<file path="config.mk">
export PLATFORM = sky130hd
export DESIGN_NAME = cbq_sequencer
export DESIGN_NICKNAME = d
export VERILOG_FILES = /design/src/design/cbq_pkg.sv /design/src/design/cbq_sequencer.sv
export SDC_FILE = /design/constraint.sdc
export NUM_CORES = 1
export LEC_CHECK = 0
export BUFFER_PORTS_ARGS = -buffer_cell sky130_fd_sc_hd__buf_2
export CORE_AREA = 2 2 39 41
export CTS_CLUSTER_SIZE = 16
export DETAILED_ROUTE_END_ITERATION = 12
export DIE_AREA = 0 0 41 43
export HOLD_SLACK_MARGIN = 0.05
export PLACE_DENSITY = 0.84
export SYNTH_ARGS = -nofsm -noshare
export SYNTH_HDL_FRONTEND = slang
export SYNTH_SLANG_ARGS = --single-unit
</file>
<file path="constraint.sdc">
create_clock -name clk_i -period 3.8 [get_ports clk_i]
set_input_delay 0.57 -clock clk_i [delete_from_list [all_inputs] [get_ports clk_i]]
set_output_delay 0.57 -clock clk_i [all_outputs]
set_load 0.1 [all_outputs]
</file>
<file path="src/design/cbq_pkg.sv">
// Shared types, widths, constants and the microcode program for the biquad cascade.
// No dependencies; every other file of the block imports this package.
`default_nettype none

package cbq_pkg;

  // Field widths
  localparam int SAMPLE_W = 16;
  localparam int STATE_W  = 48;
  localparam int COEF_W   = 18;
  localparam int GAIN_W   = 32;
  localparam int FRAC_W   = 16;
  localparam int DATA_W   = 32;
  localparam int PADDR_W  = 5;
  localparam int REGIDX_W = 3;

  // Datapath widths
  localparam int HALF_W    = STATE_W / 2;
  localparam int HI_W      = STATE_W - HALF_W;
  localparam int A_W       = HI_W + 1;
  localparam int B_W       = GAIN_W + 1;
  localparam int P_W       = A_W + B_W;
  localparam int ACC_W     = STATE_W + GAIN_W + 2;
  localparam int N1_W      = SAMPLE_W + 2;
  localparam int N2_W      = STATE_W + 2;
  localparam int OUT_SHIFT = FRAC_W + GAIN_W;

  // Rounding offsets: half an LSB of the value kept after the shift
  localparam logic [ACC_W-1:0] STAGE_RND = ACC_W'(1) << (FRAC_W - 1);
  localparam logic [ACC_W-1:0] OUT_RND   = ACC_W'(1) << (OUT_SHIFT - 1);

  localparam logic [STATE_W-1:0]  STATE_MAX = {1'b0, {(STATE_W-1){1'b1}}};
  localparam logic [STATE_W-1:0]  STATE_MIN = {1'b1, {(STATE_W-1){1'b0}}};
  localparam logic [SAMPLE_W-1:0] OUT_MAX   = {1'b0, {(SAMPLE_W-1){1'b1}}};
  localparam logic [SAMPLE_W-1:0] OUT_MIN   = {1'b1, {(SAMPLE_W-1){1'b0}}};

  // Register reset values
  localparam logic [COEF_W-1:0] S1_FB1_RST = COEF_W'(112008);
  localparam logic [COEF_W-1:0] S1_FB2_RST = COEF_W'(-51957);
  localparam logic [COEF_W-1:0] S2_FB1_RST = COEF_W'(97693);
  localparam logic [COEF_W-1:0] S2_FB2_RST = COEF_W'(-36943);
  localparam logic [GAIN_W-1:0] GAIN_RST   = GAIN_W'(1640768);

  typedef enum logic [REGIDX_W-1:0] {
    REG_S1_FB1 = 3'd0,
    REG_S1_FB2 = 3'd1,
    REG_S2_FB1 = 3'd2,
    REG_S2_FB2 = 3'd3,
    REG_GAIN   = 3'd4
  } reg_idx_e;

  typedef struct packed {
    logic [COEF_W-1:0] s1_fb1;
    logic [COEF_W-1:0] s1_fb2;
    logic [COEF_W-1:0] s2_fb1;
    logic [COEF_W-1:0] s2_fb2;
    logic [GAIN_W-1:0] gain;
  } coef_t;

  // Microcode fields
  localparam int STEP_W    = 4;
  localparam int LAST_STEP = 14;

  typedef enum logic [1:0] {
    HOLD_NONE = 2'd0,
    HOLD_IN   = 2'd1,
    HOLD_OUT  = 2'd2
  } hold_e;

  typedef enum logic [1:0] {
    A_M1 = 2'd0,
    A_M2 = 2'd1,
    A_O1 = 2'd2,
    A_O2 = 2'd3
  } asel_e;

  typedef enum logic [2:0] {
    B_S1_FB1 = 3'd0,
    B_S1_FB2 = 3'd1,
    B_S2_FB1 = 3'd2,
    B_S2_FB2 = 3'd3,
    B_GAIN   = 3'd4
  } bsel_e;

  typedef enum logic [2:0] {
    ACC_HOLD  = 3'd0,
    ACC_LOAD1 = 3'd1,
    ACC_LOAD2 = 3'd2,
    ACC_LOADR = 3'd3,
    ACC_ADD   = 3'd4
  } accop_e;

  typedef struct packed {
    hold_e             hold_on;
    logic              jump;
    logic [STEP_W-1:0] target;
    logic              mul_en;
    asel_e             a_sel;
    logic              a_hi;
    bsel_e             b_sel;
    accop_e            acc_op;
    logic              store_m;
    logic              shift_hist;
    logic              emit;
  } ctrl_t;

  localparam ctrl_t UC_NOP = '{
    hold_on:    HOLD_NONE,
    jump:       1'b0,
    target:     '0,
    mul_en:     1'b0,
    a_sel:      A_M1,
    a_hi:       1'b0,
    b_sel:      B_S1_FB1,
    acc_op:     ACC_HOLD,
    store_m:    1'b0,
    shift_hist: 1'b0,
    emit:       1'b0
  };

  // Program ROM. A product issued in one step is added in the next one.
  function automatic ctrl_t uc_word(input logic [STEP_W-1:0] step);
    ctrl_t w;
    w = UC_NOP;
    unique case (step)
      4'd0: begin
        w.hold_on = HOLD_IN;  w.acc_op = ACC_LOAD1;
        w.mul_en  = 1'b1;     w.a_sel = A_M1; w.a_hi = 1'b0; w.b_sel = B_S1_FB1;
      end
      4'd1: begin
        w.acc_op = ACC_ADD;
        w.mul_en = 1'b1; w.a_sel = A_M1; w.a_hi = 1'b1; w.b_sel = B_S1_FB1;
      end
      4'd2: begin
        w.acc_op = ACC_ADD;
        w.mul_en = 1'b1; w.a_sel = A_M2; w.a_hi = 1'b0; w.b_sel = B_S1_FB2;
      end
      4'd3: begin
        w.acc_op = ACC_ADD;
        w.mul_en = 1'b1; w.a_sel = A_M2; w.a_hi = 1'b1; w.b_sel = B_S1_FB2;
      end
      4'd4: begin
        w.acc_op = ACC_ADD;
      end
      4'd5: begin
        w.store_m = 1'b1; w.acc_op = ACC_LOAD2;
        w.mul_en  = 1'b1; w.a_sel = A_O1; w.a_hi = 1'b0; w.b_sel = B_S2_FB1;
      end
      4'd6: begin
        w.acc_op = ACC_ADD;
        w.mul_en = 1'b1; w.a_sel = A_O1; w.a_hi = 1'b1; w.b_sel = B_S2_FB1;
      end
      4'd7: begin
        w.acc_op = ACC_ADD;
        w.mul_en = 1'b1; w.a_sel = A_O2; w.a_hi = 1'b0; w.b_sel = B_S2_FB2;
      end
      4'd8: begin
        w.acc_op = ACC_ADD;
        w.mul_en = 1'b1; w.a_sel = A_O2; w.a_hi = 1'b1; w.b_sel = B_S2_FB2;
      end
      4'd9: begin
        w.acc_op = ACC_ADD;
      end
      4'd10: begin
        w.shift_hist = 1'b1; w.acc_op = ACC_LOADR;
      end
      4'd11: begin
        w.mul_en = 1'b1; w.a_sel = A_O1; w.a_hi = 1'b0; w.b_sel = B_GAIN;
      end
      4'd12: begin
        w.acc_op = ACC_ADD;
        w.mul_en = 1'b1; w.a_sel = A_O1; w.a_hi = 1'b1; w.b_sel = B_GAIN;
      end
      4'd13: begin
        w.acc_op = ACC_ADD;
      end
      4'd14: begin
        w.hold_on = HOLD_OUT; w.emit = 1'b1;
        w.jump    = 1'b1;     w.target = '0;
      end
      default: begin
        w.jump = 1'b1; w.target = '0;
      end
    endcase
    return w;
  endfunction

endpackage

`default_nettype wire

</file>
<file path="src/design/cbq_sequencer.sv">
// Microcode sequencer: step counter, program ROM lookup, stall and jump logic.
// Depends on cbq_pkg (control word type and program).
`default_nettype none

module cbq_sequencer import cbq_pkg::*; (
  input  wire logic clk_i,
  input  wire logic rst_ni,
  input  wire logic in_valid_i,
  input  wire logic out_busy_i,
  output ctrl_t     ctrl_o,
  output logic      fire_o,
  output logic      in_ready_o
);

  logic [STEP_W-1:0] step_q, step_d;
  ctrl_t             ctrl;
  logic              stall;

  assign ctrl   = uc_word(step_q);
  assign ctrl_o = ctrl;

  always_comb begin
    unique case (ctrl.hold_on)
      HOLD_IN:  stall = ~in_valid_i;
      HOLD_OUT: stall = out_busy_i;
      default:  stall = 1'b0;
    endcase
  end

  assign fire_o     = ~stall;
  assign in_ready_o = (ctrl.hold_on == HOLD_IN);

  always_comb begin
    if (stall) begin
      step_d = step_q;
    end else if (ctrl.jump) begin
      step_d = ctrl.target;
    end else begin
      step_d = step_q + STEP_W'(1);
    end
  end

  always_ff @(posedge clk_i or negedge rst_ni) begin
    if (!rst_ni) begin
      step_q <= '0;
    end else begin
      step_q <= step_d;
    end
  end

`ifndef SYNTHESIS
  a_emit_restarts: assert property (@(posedge clk_i) disable iff (!rst_ni)
    (fire_o && ctrl.emit) |=> (step_q == '0))
    else $error("program did not restart after emitting a word");

  a_stall_holds: assert property (@(posedge clk_i) disable iff (!rst_ni)
    !fire_o |=> $stable(step_q))
    else $error("step counter moved during a stall");

  a_take_at_start: assert property (@(posedge clk_i) disable iff (!rst_ni)
    in_ready_o |-> (step_q == '0))
    else $error("input offered outside the first step");
`endif

endmodule

`default_nettype wire

</file>
==> flow_summary.yaml, run 1 <==
outcome:
  status: "finished clean"
layout:
  largest_register_ffs: 4
  stdcell_area_um2: 656
  drive_gt1_frac: 0.348
  largestRegisters: "step_q x4"
  n_antenna_cell: 0
  area_delta_synth_final_pct: 19.4
  num-fill-cells: 134
  top_register: "step_q"
  final_nets: 101
worst_setup_path:
  worstSetupPathType: "reg2out"
  arrival_ps: 2210
  cp.required_ps: 3230
  endpoint_kind: "output port"
  path_max_fanout: 7
  cp-start-kind: "flop"
die:
  die_y_um: 43
  die_area_mm2: 0.00176
  row_count: 14
  core_mm2: 0.00138
  io_pins: 26
  fp.dieW_um: 41
  initial_core_util: 0.397
grt:
  gr-total-overflow: 0
  grt_util_all_layers: 0.153
  grt_antenna_before_repair: 0
  grt_pass1_wl_um: 1840
  grt_max_degree: 16
  grt_pass1_vias: 461
yosys:
  postSynthCellCount: 70
  netlist-cell-type-count: 29
  syn_area_um2: 549
  ys.warnings.count: 0
  synth-seq-cells: 4
  avgSynthCellArea_um2: 7.85
  seq_area_frac_synth: 0.182
placed_design:
  port_buffers: 21
  dp_hpwl_um: 913
  placed_cell_area_um2: 633
  globalplace.congestion: 0.762
clock_tree:
  cts_hold_buf: 0
  cts.sinks: 4
  clk_latency_ps: 230
  numCtsBuffers: 3
  cts_repair_resize_count: 0
  clock_path_buffers: 2
  postCtsSetupRepairBufs: 0
  cts_tree: "built"
  clkTransAtPathRegs_ps: 30
  cts_root_buf: "clkbuf_4"
  cts_max_level: 1
routing:
  drc_errors: 0
  vias: 502
  post_drt_wl_per_cell_um: 10.4
  ant_nets: 0
  vias_per_cell: 4.78
  drt_wl_total_um: 1090
  drt_iter0_markers: 10
  first_pass_iters: 4
timing:
  tns_ps: 0
  hold-worst-slack_ps: 137
  period_share: 0.733
  finClkSkew_ps: 2.11
  fmax_mhz: 359
  setup_viol_count_final: 0
  rsz0062_at_grt: "false"
  layout_min_cycle_time_ps: 2780
  slew_violations: 0
  finalHoldViolations: 0
hold_path:
  hold_class: "in2async"
run:
  cap_violations: 0
-- through the flow --
step / instances / utilization / setup WS, ps
finish: 105 / 0.474 / 1020
global route: 105 / 0.474 / 810
floorplan: 73 / - / 50.3
detailed placement: 102 / 0.458 / 1250
CTS: 105 / 0.474 / 999
global placement: 102 / 0.458 / 1310
-- synth_stat cells, drive strengths merged --
cell / n / area (um^2)
o31ai: 1 / 7.51
buf: 8 / 55.1
nor2b: 2 / 12.5
dfrtp: 4 / 100
nand2: 6 / 22.5
a21boi: 1 / 7.51
nor3: 4 / 31.3
nand2b: 4 / 25.0
a22o: 1 / 8.76
mux2: 1 / 15.0
or2: 1 / 6.26
a2bb2oi: 2 / 23.8
nor2: 6 / 25.0
inv: 7 / 26.3
o41ai: 1 / 16.3
o21ai: 2 / 10.0
a21oi: 6 / 41.3
o2bb2ai: 1 / 8.76
o22ai: 1 / 6.26
conb: 1 / 3.75
and2: 1 / 6.26
nand3: 3 / 15.0
ha: 6 / 75.1
-- worst paths after layout --
check / start / end / slack (ps) / cells after the start
setup / recovery: step_q[0] / fire_o / 1020 / 9
hold / removal: rst_ni / step_q[3] / 140 / 1
setup reg to reg: step_q[0] / step_q[0] / 1740 / 9
hold reg to reg: step_q[1] / step_q[1] / 600 / 1
max in group asynchronous: rst_ni / step_q[1] / 3550 / 1
min in group clk_i: step_q[1] / step_q[1] / 600 / 1
-- per-layer routing --
layer / share of wire / GRT usage / vias to the layer above
li1: - / - / 266
met1: 0.41 / 0.207 / 215
met2: 0.52 / 0.219 / 21
met3: 0.066 / 0.0314 / 0
met4: 0 / 0.0800 / 0
met5: 0 / 0 / -
-- placed cells by master (no fill, tap or decap), types with 2 or more instances in the layout --
cell type   n
nor2_1      5
nand2_1     6
clkbuf_4    3
ha_1        5
inv_1       7
buf_2      21
conb_1      4
nor2b_1     2
nand3_1     3
nand2b_1    4
nor3_1      3
a21oi_1     5
dfrtp_1     4
-- worst max-delay path: stages, from the launching register on --
cell	delay, ps
dfrtp_1	400
inv_1	130
ha_1	310
nand3_1	150
inv_1	120
ha_1	150
nand2_1	90
a21oi_4	260
inv_1	80
buf_2	290
-- area by class of cell --
cell class / count / area [um^2] / share of cell area
sequential: 4 / 100 / 0.153
inverter: 7 / 26.3 / 0.0401
timing repair buffer: 21 / 105 / 0.160
clock buffer: 3 / 22.5 / 0.0344
tap: 16 / 20.0 / 0.0305
multi-input combinational: 54 / 382 / 0.582
-- cells by family (layout without fill, tap and decap cells) --
group / count (synthesis) / count (layout) / share of synthesized area
and+or+nand+nor: 27 / 27 / 0.262
AOI/OAI and AO/OA: 16 / 16 / 0.237
buffers and inverters: 15 / 31 / 0.148
adders and majority gates: 6 / 6 / 0.137
DFF: 4 / 4 / 0.182
other: 1 / 4 / 0.00683
muxes: 1 / 1 / 0.0273
Power of run 1 is left out: the tool's default activity adds up to more than one toggle a clock period on the data nets, which glitch-free logic cannot reach.
==> run 2: changes to the inputs <==
--- a/config.mk
+++ b/config.mk
@@ -6,12 +6,11 @@
 export NUM_CORES = 1
 export LEC_CHECK = 0
 export BUFFER_PORTS_ARGS = -buffer_cell sky130_fd_sc_hd__buf_2
-export CORE_AREA = 2 2 39 41
+export CORE_UTILIZATION = 40
 export CTS_CLUSTER_SIZE = 16
 export DETAILED_ROUTE_END_ITERATION = 12
-export DIE_AREA = 0 0 41 43
 export HOLD_SLACK_MARGIN = 0.05
-export PLACE_DENSITY = 0.84
+export PLACE_DENSITY = 0.85
 export SYNTH_ARGS = -nofsm -noshare
 export SYNTH_HDL_FRONTEND = slang
 export SYNTH_SLANG_ARGS = --single-unit
==> constraint.sdc (replaced) <==
create_clock -name clk_i -period 2.3 [get_ports clk_i]
set_input_delay 0.345 -clock clk_i [delete_from_list [all_inputs] [get_ports clk_i]]
set_output_delay 0.345 -clock clk_i [all_outputs]
set_load 0.1 [all_outputs]
==> flow_summary.yaml, run 2 (synthesis results as in run 1) <==
layout:
  multi_input_area_um2: 469
  num-fill-cells: 100
  final_nets: 110
  area_delta_synth_final_pct: 56.7
  register_area_um2: 100
  top_register: "step_q"
  largest_register_ffs: 4
  drive_gt1_frac: 0.602
  n_antenna_cell: 0
  mostFrequentLayoutCell: "buf_2"
  largestRegisters: "step_q x4"
  layout_common_cells: "buf_2 (15), buf_4 (8), clkbuf_4 (6)"
worst_setup_path:
  worstSetupPathType: "reg2out"
  endpoint: "fire_o"
  cp-start-kind: "flop"
  rr_endpoint: "step_q[0]"
  r2r_cells: 10
  cp.required_ps: 1960
  arrival_ps: 1920
  r2r-start: "step_q[0]"
  critPathLaunch: "step_q[0]"
  r2r_setup_slack_ps: 310
  path_max_fanout: 4
  endpoint_kind: "output port"
timing:
  finalHoldViolations: 0
  setup_viol_count_final: 0
  hold-worst-slack_ps: 459
  period_share: 0.983
  fmax_mhz: 442
  slew_violations: 0
  layout_min_cycle_time_ps: 2260
  finClkSkew_ps: 3.04
  rsz0062_at_grt: "true"
die:
  initial_core_util: 0.463
  die_y_um: 39.1
  row_count: 12
  fp.dieW_um: 39.1
  io_pins: 26
  die_area_mm2: 0.00153
  core_mm2: 0.00119
placed_design:
  globalplace.congestion: 0.735
  port_buffers: 21
  dp_hpwl_um: 1060
clock_tree:
  clkTransAtPathRegs_ps: 40
  cts.sinks: 4
  cts_max_level: 1
  cts_tree: "built"
  cts_root_buf: "clkbuf_4"
  clock_path_buffers: 2
  numCtsBuffers: 3
  clk_latency_ps: 230
routing:
  drc_errors: 0
  post_drt_wl_per_cell_um: 12.1
  vias_per_cell: 5.17
  first_pass_iters: 4
  drt_iter0_markers: 4
  ant_nets: 0
  drt_wl_total_um: 1360
  vias: 579
outcome:
  status: "finished clean"
grt:
  grt_pass1_vias: 462
  grt_pass1_wl_um: 2060
  grt_antenna_before_repair: 0
  grt_util_all_layers: 0.196
  grt_max_degree: 11
  gr-total-overflow: 0
run:
  cap_violations: 0
hold_path:
  hold_class: "in2async"
[run 2: critical path: stages, from the launching register on]
cell	delay (ps)
dfrtp_1	420
inv_2	120
ha_2	190
nand3_2	130
clkinvlp_4	110
ha_2	160
nand2_1	90
a21oi_4	170
clkinvlp_4	120
buf_8	180
[run 2: final cells by class]
class / count / share of cell area
multi-input cells: 54 / 0.545
repair buffers: 30 / 0.249
flip-flops and latches: 4 / 0.116
inverters: 7 / 0.0436
clock buffers: 3 / 0.0262
well taps: 14 / 0.0203
[run 2: routing by layer]
metal | GRT usage | vias to the layer above | share of wire
li1 | - | 281 | -
met2 | 0.338 | 20 | 0.54
met1 | 0.257 | 278 | 0.41
met4 | 0 | 0 | 0
met5 | 0 | - | 0
met3 | 0.0520 | 0 | 0.049
[run 2: worst min-delay path by stage]
stage                start        end  slack [ps]  depth (start not counted)
finish              rst_ni  step_q[2]         460                          2
global route        rst_ni  step_q[2]         460                          2
CTS                 rst_ni  step_q[3]         440                          2
detailed placement  rst_ni  step_q[0]         150                          1
global placement    rst_ni  step_q[3]         150                          1
floorplan           rst_ni  step_q[0]          50                          0
[run 2: through the flow]
stage	setup TNS [ps]	area (um^2)	setup slack, ps	std cells	util
5_1_grt	-61.3	861	-61.3	112	0.726
3_5_place_dp	0	785	108	106	0.661
4_1_cts	0	828	4.02	110	0.698
2_1_floorplan	-1810	663	-483	73	-
6_report	0	861	38.6	112	0.726
3_3_place_gp	0	785	169	106	0.661
[run 2: timing repair]
action,in CTS,in global routing
setup endpoints to repair,1,5
hold endpoints to repair,4,0
hold buffers,1,0
buffers inserted,0,2
gates resized for setup,3,7
Power of run 2 is left out for the same reason.
