`config.mk`:
```
export PLATFORM = sky130hd
export DESIGN_NAME = cbq_datapath
export DESIGN_NICKNAME = d
export VERILOG_FILES = /design/src/design/cbq_pkg.sv /design/src/design/cbq_datapath.sv
export SDC_FILE = /design/constraint.sdc
export NUM_CORES = 2
export LEC_CHECK = 0
export ABC_AREA = 1
export BUFFER_PORTS_ARGS = -buffer_cell sky130_fd_sc_hd__buf_2
export CORE_MARGIN = 5
export CORE_UTILIZATION = 65
export DETAILED_ROUTE_END_ITERATION = 8
export GPL_ROUTABILITY_DRIVEN = 0
export PLACE_DENSITY = 0.83
export SLEW_MARGIN = 0
export SYNTH_ARGS = -nofsm -noshare
export SYNTH_HDL_FRONTEND = slang
export SYNTH_SLANG_ARGS = --single-unit
```
`constraint.sdc`:
```
create_clock -name clk_i -period 9.2 [get_ports clk_i]
set_clock_uncertainty 0.2 [all_clocks]
set_input_delay 0.46 -clock clk_i [delete_from_list [all_inputs] [get_ports clk_i]]
set_output_delay 0.46 -clock clk_i [all_outputs]
set_load 0.05 [all_outputs]
```
`src/design/cbq_pkg.sv`:
```
// Shared types, widths, constants and the microcode program for the biquad cascade.
// No dependencies; every other file of the block imports this package.
`default_nettype none

package cbq_pkg;

  // Field widths
  localparam int SAMPLE_W = 16;
  localparam int STATE_W  = 48;
  localparam int COEF_W   = 18;
  localparam int GAIN_W   = 32;
  localparam int FRAC_W   = 16;
  localparam int DATA_W   = 32;
  localparam int PADDR_W  = 5;
  localparam int REGIDX_W = 3;

  // Datapath widths
  localparam int HALF_W    = STATE_W / 2;
  localparam int HI_W      = STATE_W - HALF_W;
  localparam int A_W       = HI_W + 1;
  localparam int B_W       = GAIN_W + 1;
  localparam int P_W       = A_W + B_W;
  localparam int ACC_W     = STATE_W + GAIN_W + 2;
  localparam int N1_W      = SAMPLE_W + 2;
  localparam int N2_W      = STATE_W + 2;
  localparam int OUT_SHIFT = FRAC_W + GAIN_W;

  // Rounding offsets: half an LSB of the value kept after the shift
  localparam logic [ACC_W-1:0] STAGE_RND = ACC_W'(1) << (FRAC_W - 1);
  localparam logic [ACC_W-1:0] OUT_RND   = ACC_W'(1) << (OUT_SHIFT - 1);

  localparam logic [STATE_W-1:0]  STATE_MAX = {1'b0, {(STATE_W-1){1'b1}}};
  localparam logic [STATE_W-1:0]  STATE_MIN = {1'b1, {(STATE_W-1){1'b0}}};
  localparam logic [SAMPLE_W-1:0] OUT_MAX   = {1'b0, {(SAMPLE_W-1){1'b1}}};
  localparam logic [SAMPLE_W-1:0] OUT_MIN   = {1'b1, {(SAMPLE_W-1){1'b0}}};

  // Register reset values
  localparam logic [COEF_W-1:0] S1_FB1_RST = COEF_W'(112008);
  localparam logic [COEF_W-1:0] S1_FB2_RST = COEF_W'(-51957);
  localparam logic [COEF_W-1:0] S2_FB1_RST = COEF_W'(97693);
  localparam logic [COEF_W-1:0] S2_FB2_RST = COEF_W'(-36943);
  localparam logic [GAIN_W-1:0] GAIN_RST   = GAIN_W'(1640768);

  typedef enum logic [REGIDX_W-1:0] {
    REG_S1_FB1 = 3'd0,
    REG_S1_FB2 = 3'd1,
    REG_S2_FB1 = 3'd2,
    REG_S2_FB2 = 3'd3,
    REG_GAIN   = 3'd4
  } reg_idx_e;

  typedef struct packed {
    logic [COEF_W-1:0] s1_fb1;
    logic [COEF_W-1:0] s1_fb2;
    logic [COEF_W-1:0] s2_fb1;
    logic [COEF_W-1:0] s2_fb2;
    logic [GAIN_W-1:0] gain;
  } coef_t;

  // Microcode fields
  localparam int STEP_W    = 4;
  localparam int LAST_STEP = 14;

  typedef enum logic [1:0] {
    HOLD_NONE = 2'd0,
    HOLD_IN   = 2'd1,
    HOLD_OUT  = 2'd2
  } hold_e;

  typedef enum logic [1:0] {
    A_M1 = 2'd0,
    A_M2 = 2'd1,
    A_O1 = 2'd2,
    A_O2 = 2'd3
  } asel_e;

  typedef enum logic [2:0] {
    B_S1_FB1 = 3'd0,
    B_S1_FB2 = 3'd1,
    B_S2_FB1 = 3'd2,
    B_S2_FB2 = 3'd3,
    B_GAIN   = 3'd4
  } bsel_e;

  typedef enum logic [2:0] {
    ACC_HOLD  = 3'd0,
    ACC_LOAD1 = 3'd1,
    ACC_LOAD2 = 3'd2,
    ACC_LOADR = 3'd3,
    ACC_ADD   = 3'd4
  } accop_e;

  typedef struct packed {
    hold_e             hold_on;
    logic              jump;
    logic [STEP_W-1:0] target;
    logic              mul_en;
    asel_e             a_sel;
    logic              a_hi;
    bsel_e             b_sel;
    accop_e            acc_op;
    logic              store_m;
    logic              shift_hist;
    logic              emit;
  } ctrl_t;

  localparam ctrl_t UC_NOP = '{
    hold_on:    HOLD_NONE,
    jump:       1'b0,
    target:     '0,
    mul_en:     1'b0,
    a_sel:      A_M1,
    a_hi:       1'b0,
    b_sel:      B_S1_FB1,
    acc_op:     ACC_HOLD,
    store_m:    1'b0,
    shift_hist: 1'b0,
    emit:       1'b0
  };

  // Program ROM. A product issued in one step is added in the next one.
  function automatic ctrl_t uc_word(input logic [STEP_W-1:0] step);
    ctrl_t w;
    w = UC_NOP;
    unique case (step)
      4'd0: begin
        w.hold_on = HOLD_IN;  w.acc_op = ACC_LOAD1;
        w.mul_en  = 1'b1;     w.a_sel = A_M1; w.a_hi = 1'b0; w.b_sel = B_S1_FB1;
      end
      4'd1: begin
        w.acc_op = ACC_ADD;
        w.mul_en = 1'b1; w.a_sel = A_M1; w.a_hi = 1'b1; w.b_sel = B_S1_FB1;
      end
      4'd2: begin
        w.acc_op = ACC_ADD;
        w.mul_en = 1'b1; w.a_sel = A_M2; w.a_hi = 1'b0; w.b_sel = B_S1_FB2;
      end
      4'd3: begin
        w.acc_op = ACC_ADD;
        w.mul_en = 1'b1; w.a_sel = A_M2; w.a_hi = 1'b1; w.b_sel = B_S1_FB2;
      end
      4'd4: begin
        w.acc_op = ACC_ADD;
      end
      4'd5: begin
        w.store_m = 1'b1; w.acc_op = ACC_LOAD2;
        w.mul_en  = 1'b1; w.a_sel = A_O1; w.a_hi = 1'b0; w.b_sel = B_S2_FB1;
      end
      4'd6: begin
        w.acc_op = ACC_ADD;
        w.mul_en = 1'b1; w.a_sel = A_O1; w.a_hi = 1'b1; w.b_sel = B_S2_FB1;
      end
      4'd7: begin
        w.acc_op = ACC_ADD;
        w.mul_en = 1'b1; w.a_sel = A_O2; w.a_hi = 1'b0; w.b_sel = B_S2_FB2;
      end
      4'd8: begin
        w.acc_op = ACC_ADD;
        w.mul_en = 1'b1; w.a_sel = A_O2; w.a_hi = 1'b1; w.b_sel = B_S2_FB2;
      end
      4'd9: begin
        w.acc_op = ACC_ADD;
      end
      4'd10: begin
        w.shift_hist = 1'b1; w.acc_op = ACC_LOADR;
      end
      4'd11: begin
        w.mul_en = 1'b1; w.a_sel = A_O1; w.a_hi = 1'b0; w.b_sel = B_GAIN;
      end
      4'd12: begin
        w.acc_op = ACC_ADD;
        w.mul_en = 1'b1; w.a_sel = A_O1; w.a_hi = 1'b1; w.b_sel = B_GAIN;
      end
      4'd13: begin
        w.acc_op = ACC_ADD;
      end
      4'd14: begin
        w.hold_on = HOLD_OUT; w.emit = 1'b1;
        w.jump    = 1'b1;     w.target = '0;
      end
      default: begin
        w.jump = 1'b1; w.target = '0;
      end
    endcase
    return w;
  endfunction

endpackage

`default_nettype wire

```
`src/design/cbq_datapath.sv`:
```
// Shared multiply-accumulate datapath with filter history and output register.
// Driven by the control word from cbq_sequencer; depends on cbq_pkg.
`default_nettype none

module cbq_datapath import cbq_pkg::*; (
  input  wire logic                clk_i,
  input  wire logic                rst_ni,
  input  wire ctrl_t               ctrl_i,
  input  wire logic                fire_i,
  input  wire logic [SAMPLE_W-1:0] sample_i,
  input  wire coef_t               coef_i,
  input  wire logic                out_ready_i,
  output logic                     out_valid_o,
  output logic      [SAMPLE_W-1:0] filtered_o,
  output logic                     saturated_o,
  output logic                     out_busy_o
);

  logic [SAMPLE_W-1:0] x_q, x1_q, x2_q;
  logic [STATE_W-1:0]  m_q, m1_q, m2_q, o1_q, o2_q;
  logic [ACC_W-1:0]    acc_q, acc_d;
  logic [P_W-1:0]      prod_q;
  logic signed [P_W-1:0] prod_d;
  logic                prod_hi_q;
  logic                out_valid_q;
  logic [SAMPLE_W-1:0] filtered_q;
  logic                saturated_q;

  logic [STATE_W-1:0]  mul_src;
  logic signed [A_W-1:0] mul_a;
  logic signed [B_W-1:0] mul_b;
  logic [ACC_W-1:0]    prod_ext, add_term;
  logic [N1_W-1:0]     n1;
  logic [N2_W-1:0]     n2;

  logic [ACC_W-STATE_W-FRAC_W:0] st_upper;
  logic                          st_ok;
  logic [STATE_W-1:0]            st_sat;
  logic [ACC_W-OUT_SHIFT-SAMPLE_W:0] out_upper;
  logic                          out_ok;
  logic [SAMPLE_W-1:0]           out_sat;

  logic emit_fire;

  // operand A: one half of a stored state value, low half unsigned
  always_comb begin
    case (ctrl_i.a_sel)
      A_M1:    mul_src = m1_q;
      A_M2:    mul_src = m2_q;
      A_O1:    mul_src = o1_q;
      default: mul_src = o2_q;
    endcase
    if (ctrl_i.a_hi) begin
      mul_a = {mul_src[STATE_W-1], mul_src[STATE_W-1:HALF_W]};
    end else begin
      mul_a = {{(A_W-HALF_W){1'b0}}, mul_src[HALF_W-1:0]};
    end
  end

  always_comb begin
    case (ctrl_i.b_sel)
      B_S1_FB1: mul_b = {{(B_W-COEF_W){coef_i.s1_fb1[COEF_W-1]}}, coef_i.s1_fb1};
      B_S1_FB2: mul_b = {{(B_W-COEF_W){coef_i.s1_fb2[COEF_W-1]}}, coef_i.s1_fb2};
      B_S2_FB1: mul_b = {{(B_W-COEF_W){coef_i.s2_fb1[COEF_W-1]}}, coef_i.s2_fb1};
      B_S2_FB2: mul_b = {{(B_W-COEF_W){coef_i.s2_fb2[COEF_W-1]}}, coef_i.s2_fb2};
      default:  mul_b = {1'b0, coef_i.gain};
    endcase
  end

  assign prod_d = mul_a * mul_b;

  assign prod_ext = {{(ACC_W-P_W){prod_q[P_W-1]}}, prod_q};
  assign add_term = prod_hi_q ? (prod_ext << HALF_W) : prod_ext;

  // numerators 1,2,1
  assign n1 = {{2{sample_i[SAMPLE_W-1]}}, sample_i}
            + {x1_q[SAMPLE_W-1], x1_q, 1'b0}
            + {{2{x2_q[SAMPLE_W-1]}}, x2_q};
  assign n2 = {{2{st_sat[STATE_W-1]}}, st_sat}
            + {m1_q[STATE_W-1], m1_q, 1'b0}
            + {{2{m2_q[STATE_W-1]}}, m2_q};

  // stage result: acc >>> 16 clamped to the state range
  assign st_upper = acc_q[ACC_W-1:STATE_W+FRAC_W-1];
  assign st_ok    = (&st_upper) | ~(|st_upper);
  assign st_sat   = st_ok ? acc_q[STATE_W+FRAC_W-1:FRAC_W]
                          : (acc_q[ACC_W-1] ? STATE_MIN : STATE_MAX);

  // final result: acc >>> 48 clamped to the sample range
  assign out_upper = acc_q[ACC_W-1:OUT_SHIFT+SAMPLE_W-1];
  assign out_ok    = (&out_upper) | ~(|out_upper);
  assign out_sat   = out_ok ? acc_q[OUT_SHIFT+SAMPLE_W-1:OUT_SHIFT]
                            : (acc_q[ACC_W-1] ? OUT_MIN : OUT_MAX);

  always_comb begin
    acc_d = acc_q;
    case (ctrl_i.acc_op)
      ACC_LOAD1: acc_d = {{(ACC_W-N1_W-2*FRAC_W){n1[N1_W-1]}}, n1, {(2*FRAC_W){1'b0}}}
                         | STAGE_RND;
      ACC_LOAD2: acc_d = {{(ACC_W-N2_W-FRAC_W){n2[N2_W-1]}}, n2, {FRAC_W{1'b0}}}
                         | STAGE_RND;
      ACC_LOADR: acc_d = OUT_RND;
      ACC_ADD:   acc_d = acc_q + add_term;
      default:   acc_d = acc_q;
    endcase
  end

  always_ff @(posedge clk_i) begin
    if (fire_i) begin
      acc_q <= acc_d;
      if (ctrl_i.mul_en) begin
        prod_q    <= prod_d;
        prod_hi_q <= ctrl_i.a_hi;
      end
      if (ctrl_i.acc_op == ACC_LOAD1) begin
        x_q <= sample_i;
      end
      if (ctrl_i.store_m) begin
        m_q <= st_sat;
      end
    end
  end

  // filter history, cleared by reset
  always_ff @(posedge clk_i or negedge rst_ni) begin
    if (!rst_ni) begin
      x1_q <= '0;
      x2_q <= '0;
      m1_q <= '0;
      m2_q <= '0;
      o1_q <= '0;
      o2_q <= '0;
    end else if (fire_i && ctrl_i.shift_hist) begin
      x1_q <= x_q;
      x2_q <= x1_q;
      m1_q <= m_q;
      m2_q <= m1_q;
      o1_q <= st_sat;
      o2_q <= o1_q;
    end
  end

  assign emit_fire = fire_i & ctrl_i.emit;

  always_ff @(posedge clk_i or negedge rst_ni) begin
    if (!rst_ni) begin
      out_valid_q <= 1'b0;
    end else if (emit_fire) begin
      out_valid_q <= 1'b1;
    end else if (out_ready_i) begin
      out_valid_q <= 1'b0;
    end
  end

  always_ff @(posedge clk_i) begin
    if (emit_fire) begin
      filtered_q  <= out_sat;
      saturated_q <= ~out_ok;
    end
  end

  assign out_busy_o  = out_valid_q & ~out_ready_i;
  assign out_valid_o = out_valid_q;
  assign filtered_o  = filtered_q;
  assign saturated_o = saturated_q;

`ifndef SYNTHESIS
  a_valid_from_emit: assert property (@(posedge clk_i) disable iff (!rst_ni)
    $rose(out_valid_q) |-> $past(emit_fire))
    else $error("result word appeared without an emit step");

  a_no_overwrite: assert property (@(posedge clk_i) disable iff (!rst_ni)
    emit_fire |-> (!out_valid_q || out_ready_i))
    else $error("pending result word overwritten");

  a_sat_at_bound: assert property (@(posedge clk_i) disable iff (!rst_ni)
    (out_valid_q && saturated_q) |-> (filtered_q == OUT_MAX || filtered_q == OUT_MIN))
    else $error("saturation flag set on an unclipped value");
`endif

endmodule

`default_nettype wire

```
==> impl_metrics.yaml <==
run_status:
  status: "complete, but fails checks"
  failed_checks: "DRC"
floorplanning:
  die-area_um2: 102000
  die_width_um: 320
  floorplan.die.height_um: 320
  start_util_pct: 65.6
  core-area_um2: 95200
  ios: 163
  fp-row-count: 113
critical_path:
  critical_path_class: "in -> reg"
  worst_path_largest_cell_delay_ns: 0.67
  critPathSlowestCell: "sky130_fd_sc_hd__nor2_4"
  worst-endpoint-required_ns: 9.38
  critPathTopFamily: "adder cells"
  critical-path-top-cell-by-count: "sky130_fd_sc_hd__inv_1"
  endpoint_kind: "register"
  worstPathBufferInverterCount: 11
  crit_path_start_kind: "input pin"
  crit_arrival_ns: 8.62
  path_max_fanout: 26
logic_synthesis:
  synth_fp_nets: 9685
  adder_and_majority_gate_portion_of_the_synthesized_area_pct: 35.3
  ys.flop_type: "sky130_fd_sc_hd__dfrtp_1"
  synth_simple_gate_area_share_pct: 23.3
  largest_family_of_logic_cells_by_synthesized_area: "adder cells"
  synth_area_leaders: "sky130_fd_sc_hd__fa_1 29%, sky130_fd_sc_hd__nand2_1 13%, sky130_fd_sc_hd__inv_1 11%"
  synth_common_cells: "2172 x sky130_fd_sc_hd__nand2_1, 1799 x sky130_fd_sc_hd__inv_1, 946 x sky130_fd_sc_hd__nor2_1, 910 x sky130_fd_sc_hd__fa_1, 456 x sky130_fd_sc_hd__o21ai_0"
  compound_cell_area_share_of_the_yosys_netlist_pct: 7.85
  yosysTopAreaCellShare_pct: 29.2
  synth-seq-cells: 447
  yosysMostFrequentCell: "sky130_fd_sc_hd__nand2_1"
  netlist-cell-type-count: 55
  synth-xor-area-share_pct: 1.01
  synth_instances: 8328
  postSynthAreaPerCell_um2: 7.50
  multiplexer_share_of_the_synthesized_area_pct: 0
  ys_seq_area_share_pct: 19.7
  number_of_synthesized_flops_with_an_enable_pin: 222
  synth.cell_area_um2: 62400
  synth-async-reset-ratio_pct: 50.3
  ys.warnings.count: 0
  yosys.area.top_type: "sky130_fd_sc_hd__fa_1"
sta:
  finalWorstPathRequiredPeriod_ns: 8.43
  maxSlewViolCount: 0
  relative_slew_slack_pct: 7.70
  timing_hold_violations_final: 0
  report.final.setup_viol: 0
  max_slew.worst_pin.slew_ns: 1.37
  min_period_over_period_pct: 91.7
  max_freq_mhz: 119
  final_worst_hold_slack_ns: 0.0531
  setup_repair_after_global_routing_missed_its_margin: "false"
  setup_total_negative_slack_ns: 0
global_routing:
  grt_usage_pct: 41.3
  number_of_global_route_vias_before_repair: 58203
  gr-total-overflow: 0
  maximum_number_of_pins_on_one_net_before_global_route_repair: 135
  grt_first_pass_wirelength_um: 327000
  antenna_found_initial: 6
clock_network:
  clk_latency_ns: 0.65
  tritoncts.num_buffers: 48
  cts.reportedPaths.clkPinSlew_ns: 0.07
  h-tree-depth: 2
  cts_buffer_depth: 3
  ctsRootBufferMaster: "sky130_fd_sc_hd__clkbuf_16"
  cts_tree: "built"
  numClockSinks: 447
  post_cts.resized_instances: 0
placed_design:
  numPortBuffers: 155
  dpl.hpwl_um: 172000
drt:
  count_of_unresolved_drc_violations_after_routing: 20
  vias: 58740
  routed_via_density: 6.02
  avg_wl_per_cell_um: 21.9
  drt-total-wl_um: 214000
  detail-route-antenna-nets: 0
  detailed_router_s_first_iteration_violation_count: 8521
  drtPass1Iterations: 9
cells_and_area:
  areaGrowthSynthToFinish_pct: 7.09
  fill_cells: 7385
  post_route_cells_drive_above_1_share_pct: 5.63
  num-nets-final: 9814
job:
  drv_cap: 0
min_path:
  holdCritPathClass: "in -> reg"
-- cell type report --
cell class	instances	area, um2	share of cell area (%)
repair buffers	326	2270	3.40
clock inverters	33	412	0.616
inverters	1838	6910	10.3
flip-flops and latches	447	12300	18.4
clock buffers	56	1270	1.90
diodes	3	7.51	0.0112
well taps	1265	1580	2.37
multi-input cells	5796	42100	63.0
-- kinds of logic after synthesis --
group,Yosys count
buffers and inverters,2085
DFF,447
AOI/OAI and AO/OA,881
xor gates and xnor gates,72
adders and majority gates,1213
and+or+nand+nor,3630
-- final timing paths --
| kind | start | endpoint | slack, ns | cells after the start |
|---|---|---|---|---|
| worst max-delay path | ctrl_i[10] | prod_q[57] | 0.77 | 33 |
| worst min-delay path | ctrl_i[3] | acc_q[47] | 0.05 | 3 |
| worst max register to register | m1_q[29] | prod_q[57] | 1.09 | 29 |
| worst min register to register | m_q[5] | m1_q[5] | 0.25 | 2 |
| max in group asynchronous | rst_ni | o2_q[2] | 6.28 | 4 |
| min in group asynchronous | rst_ni | x2_q[4] | 0.22 | 2 |
-- what timing repair did --
| item | CTS | global route |
|---|---|---|
| setup buffers | 0 | 0 |
| hold endpoints to repair | 109 | 0 |
| endpoints found under the setup margin | 0 | 0 |
| hold buffers | 19 | 0 |
-- state kept, by name, indices dropped and copies added (netlist names), 16 cells and up --
name and count:
acc_q 82, prod_q 58, m1_q 48, m2_q 48, m_q 48, o1_q 48, o2_q 48, filtered_o 16
x1_q 16, x2_q 16, x_q 16
-- cells in the final DEF, fill, tap and decap left out, types with 6 or more instances in the layout --
cell type / n
sky130_fd_sc_hd__nand2_1: 2171
sky130_fd_sc_hd__inv_1: 1796
sky130_fd_sc_hd__nor2_1: 943
sky130_fd_sc_hd__fa_1: 910
sky130_fd_sc_hd__o21ai_0: 447
sky130_fd_sc_hd__nand3_1: 329
sky130_fd_sc_hd__ha_1: 303
sky130_fd_sc_hd__a21oi_1: 263
sky130_fd_sc_hd__dfrtp_1: 225
sky130_fd_sc_hd__edfxtp_1: 222
sky130_fd_sc_hd__buf_2: 154
sky130_fd_sc_hd__buf_4: 139
sky130_fd_sc_hd__nand4_1: 64
sky130_fd_sc_hd__clkbuf_16: 49
sky130_fd_sc_hd__xor2_1: 47
sky130_fd_sc_hd__a221oi_1: 44
sky130_fd_sc_hd__nor3_1: 39
sky130_fd_sc_hd__inv_2: 36
sky130_fd_sc_hd__nand3b_1: 32
sky130_fd_sc_hd__xnor2_1: 25
sky130_fd_sc_hd__o21ai_1: 22
sky130_fd_sc_hd__o21bai_1: 20
sky130_fd_sc_hd__dlygate4sd3_1: 19
sky130_fd_sc_hd__or2_2: 14
sky130_fd_sc_hd__a31oi_1: 14
sky130_fd_sc_hd__nor4_1: 12
sky130_fd_sc_hd__buf_12: 12
sky130_fd_sc_hd__a21o_1: 10
sky130_fd_sc_hd__o221ai_1: 9
sky130_fd_sc_hd__clkinv_1: 8
sky130_fd_sc_hd__a22oi_1: 8
sky130_fd_sc_hd__clkinv_2: 8
sky130_fd_sc_hd__nand2_2: 7
sky130_fd_sc_hd__a21oi_2: 6
sky130_fd_sc_hd__bufinv_16: 6
-- through the flow --
step / instances / cell area (um2) / util [%] / setup WS [ns]
detailed placement: 9652 / 65000 / 68.3 / 0.318
floorplan: 8328 / 62400 / - / 1.43
global route: 9761 / 66800 / 70.3 / 0.481
CTS: 9760 / 66800 / 70.2 / 0.910
global placement: 9652 / 65000 / 68.3 / 0.412
finish: 9764 / 66900 / 70.3 / 0.766
-- worst register-to-register path: cells and delay by family (launching register included) --
family / cells / cell delay [ns]
flip-flops: 1 / 0.40
buffers and inverters: 8 / 1.29
AND/OR/NAND/NOR: 12 / 1.81
AO/OA/AOI/OAI: 1 / 0.22
adder cells (fa/ha/maj): 8 / 3.93
-- metal layers --
layer	track usage, %	vias up	wire length, um
li1	-	25472	-
met2	61.3	4649	90100
met3	13.9	1195	32900
met4	27.4	4	19100
met1	51.7	27420	71500
met5	0	-	26
Power is not shown: default switching activity piles up to over one toggle a cycle in this logic, so the estimate is an artifact.
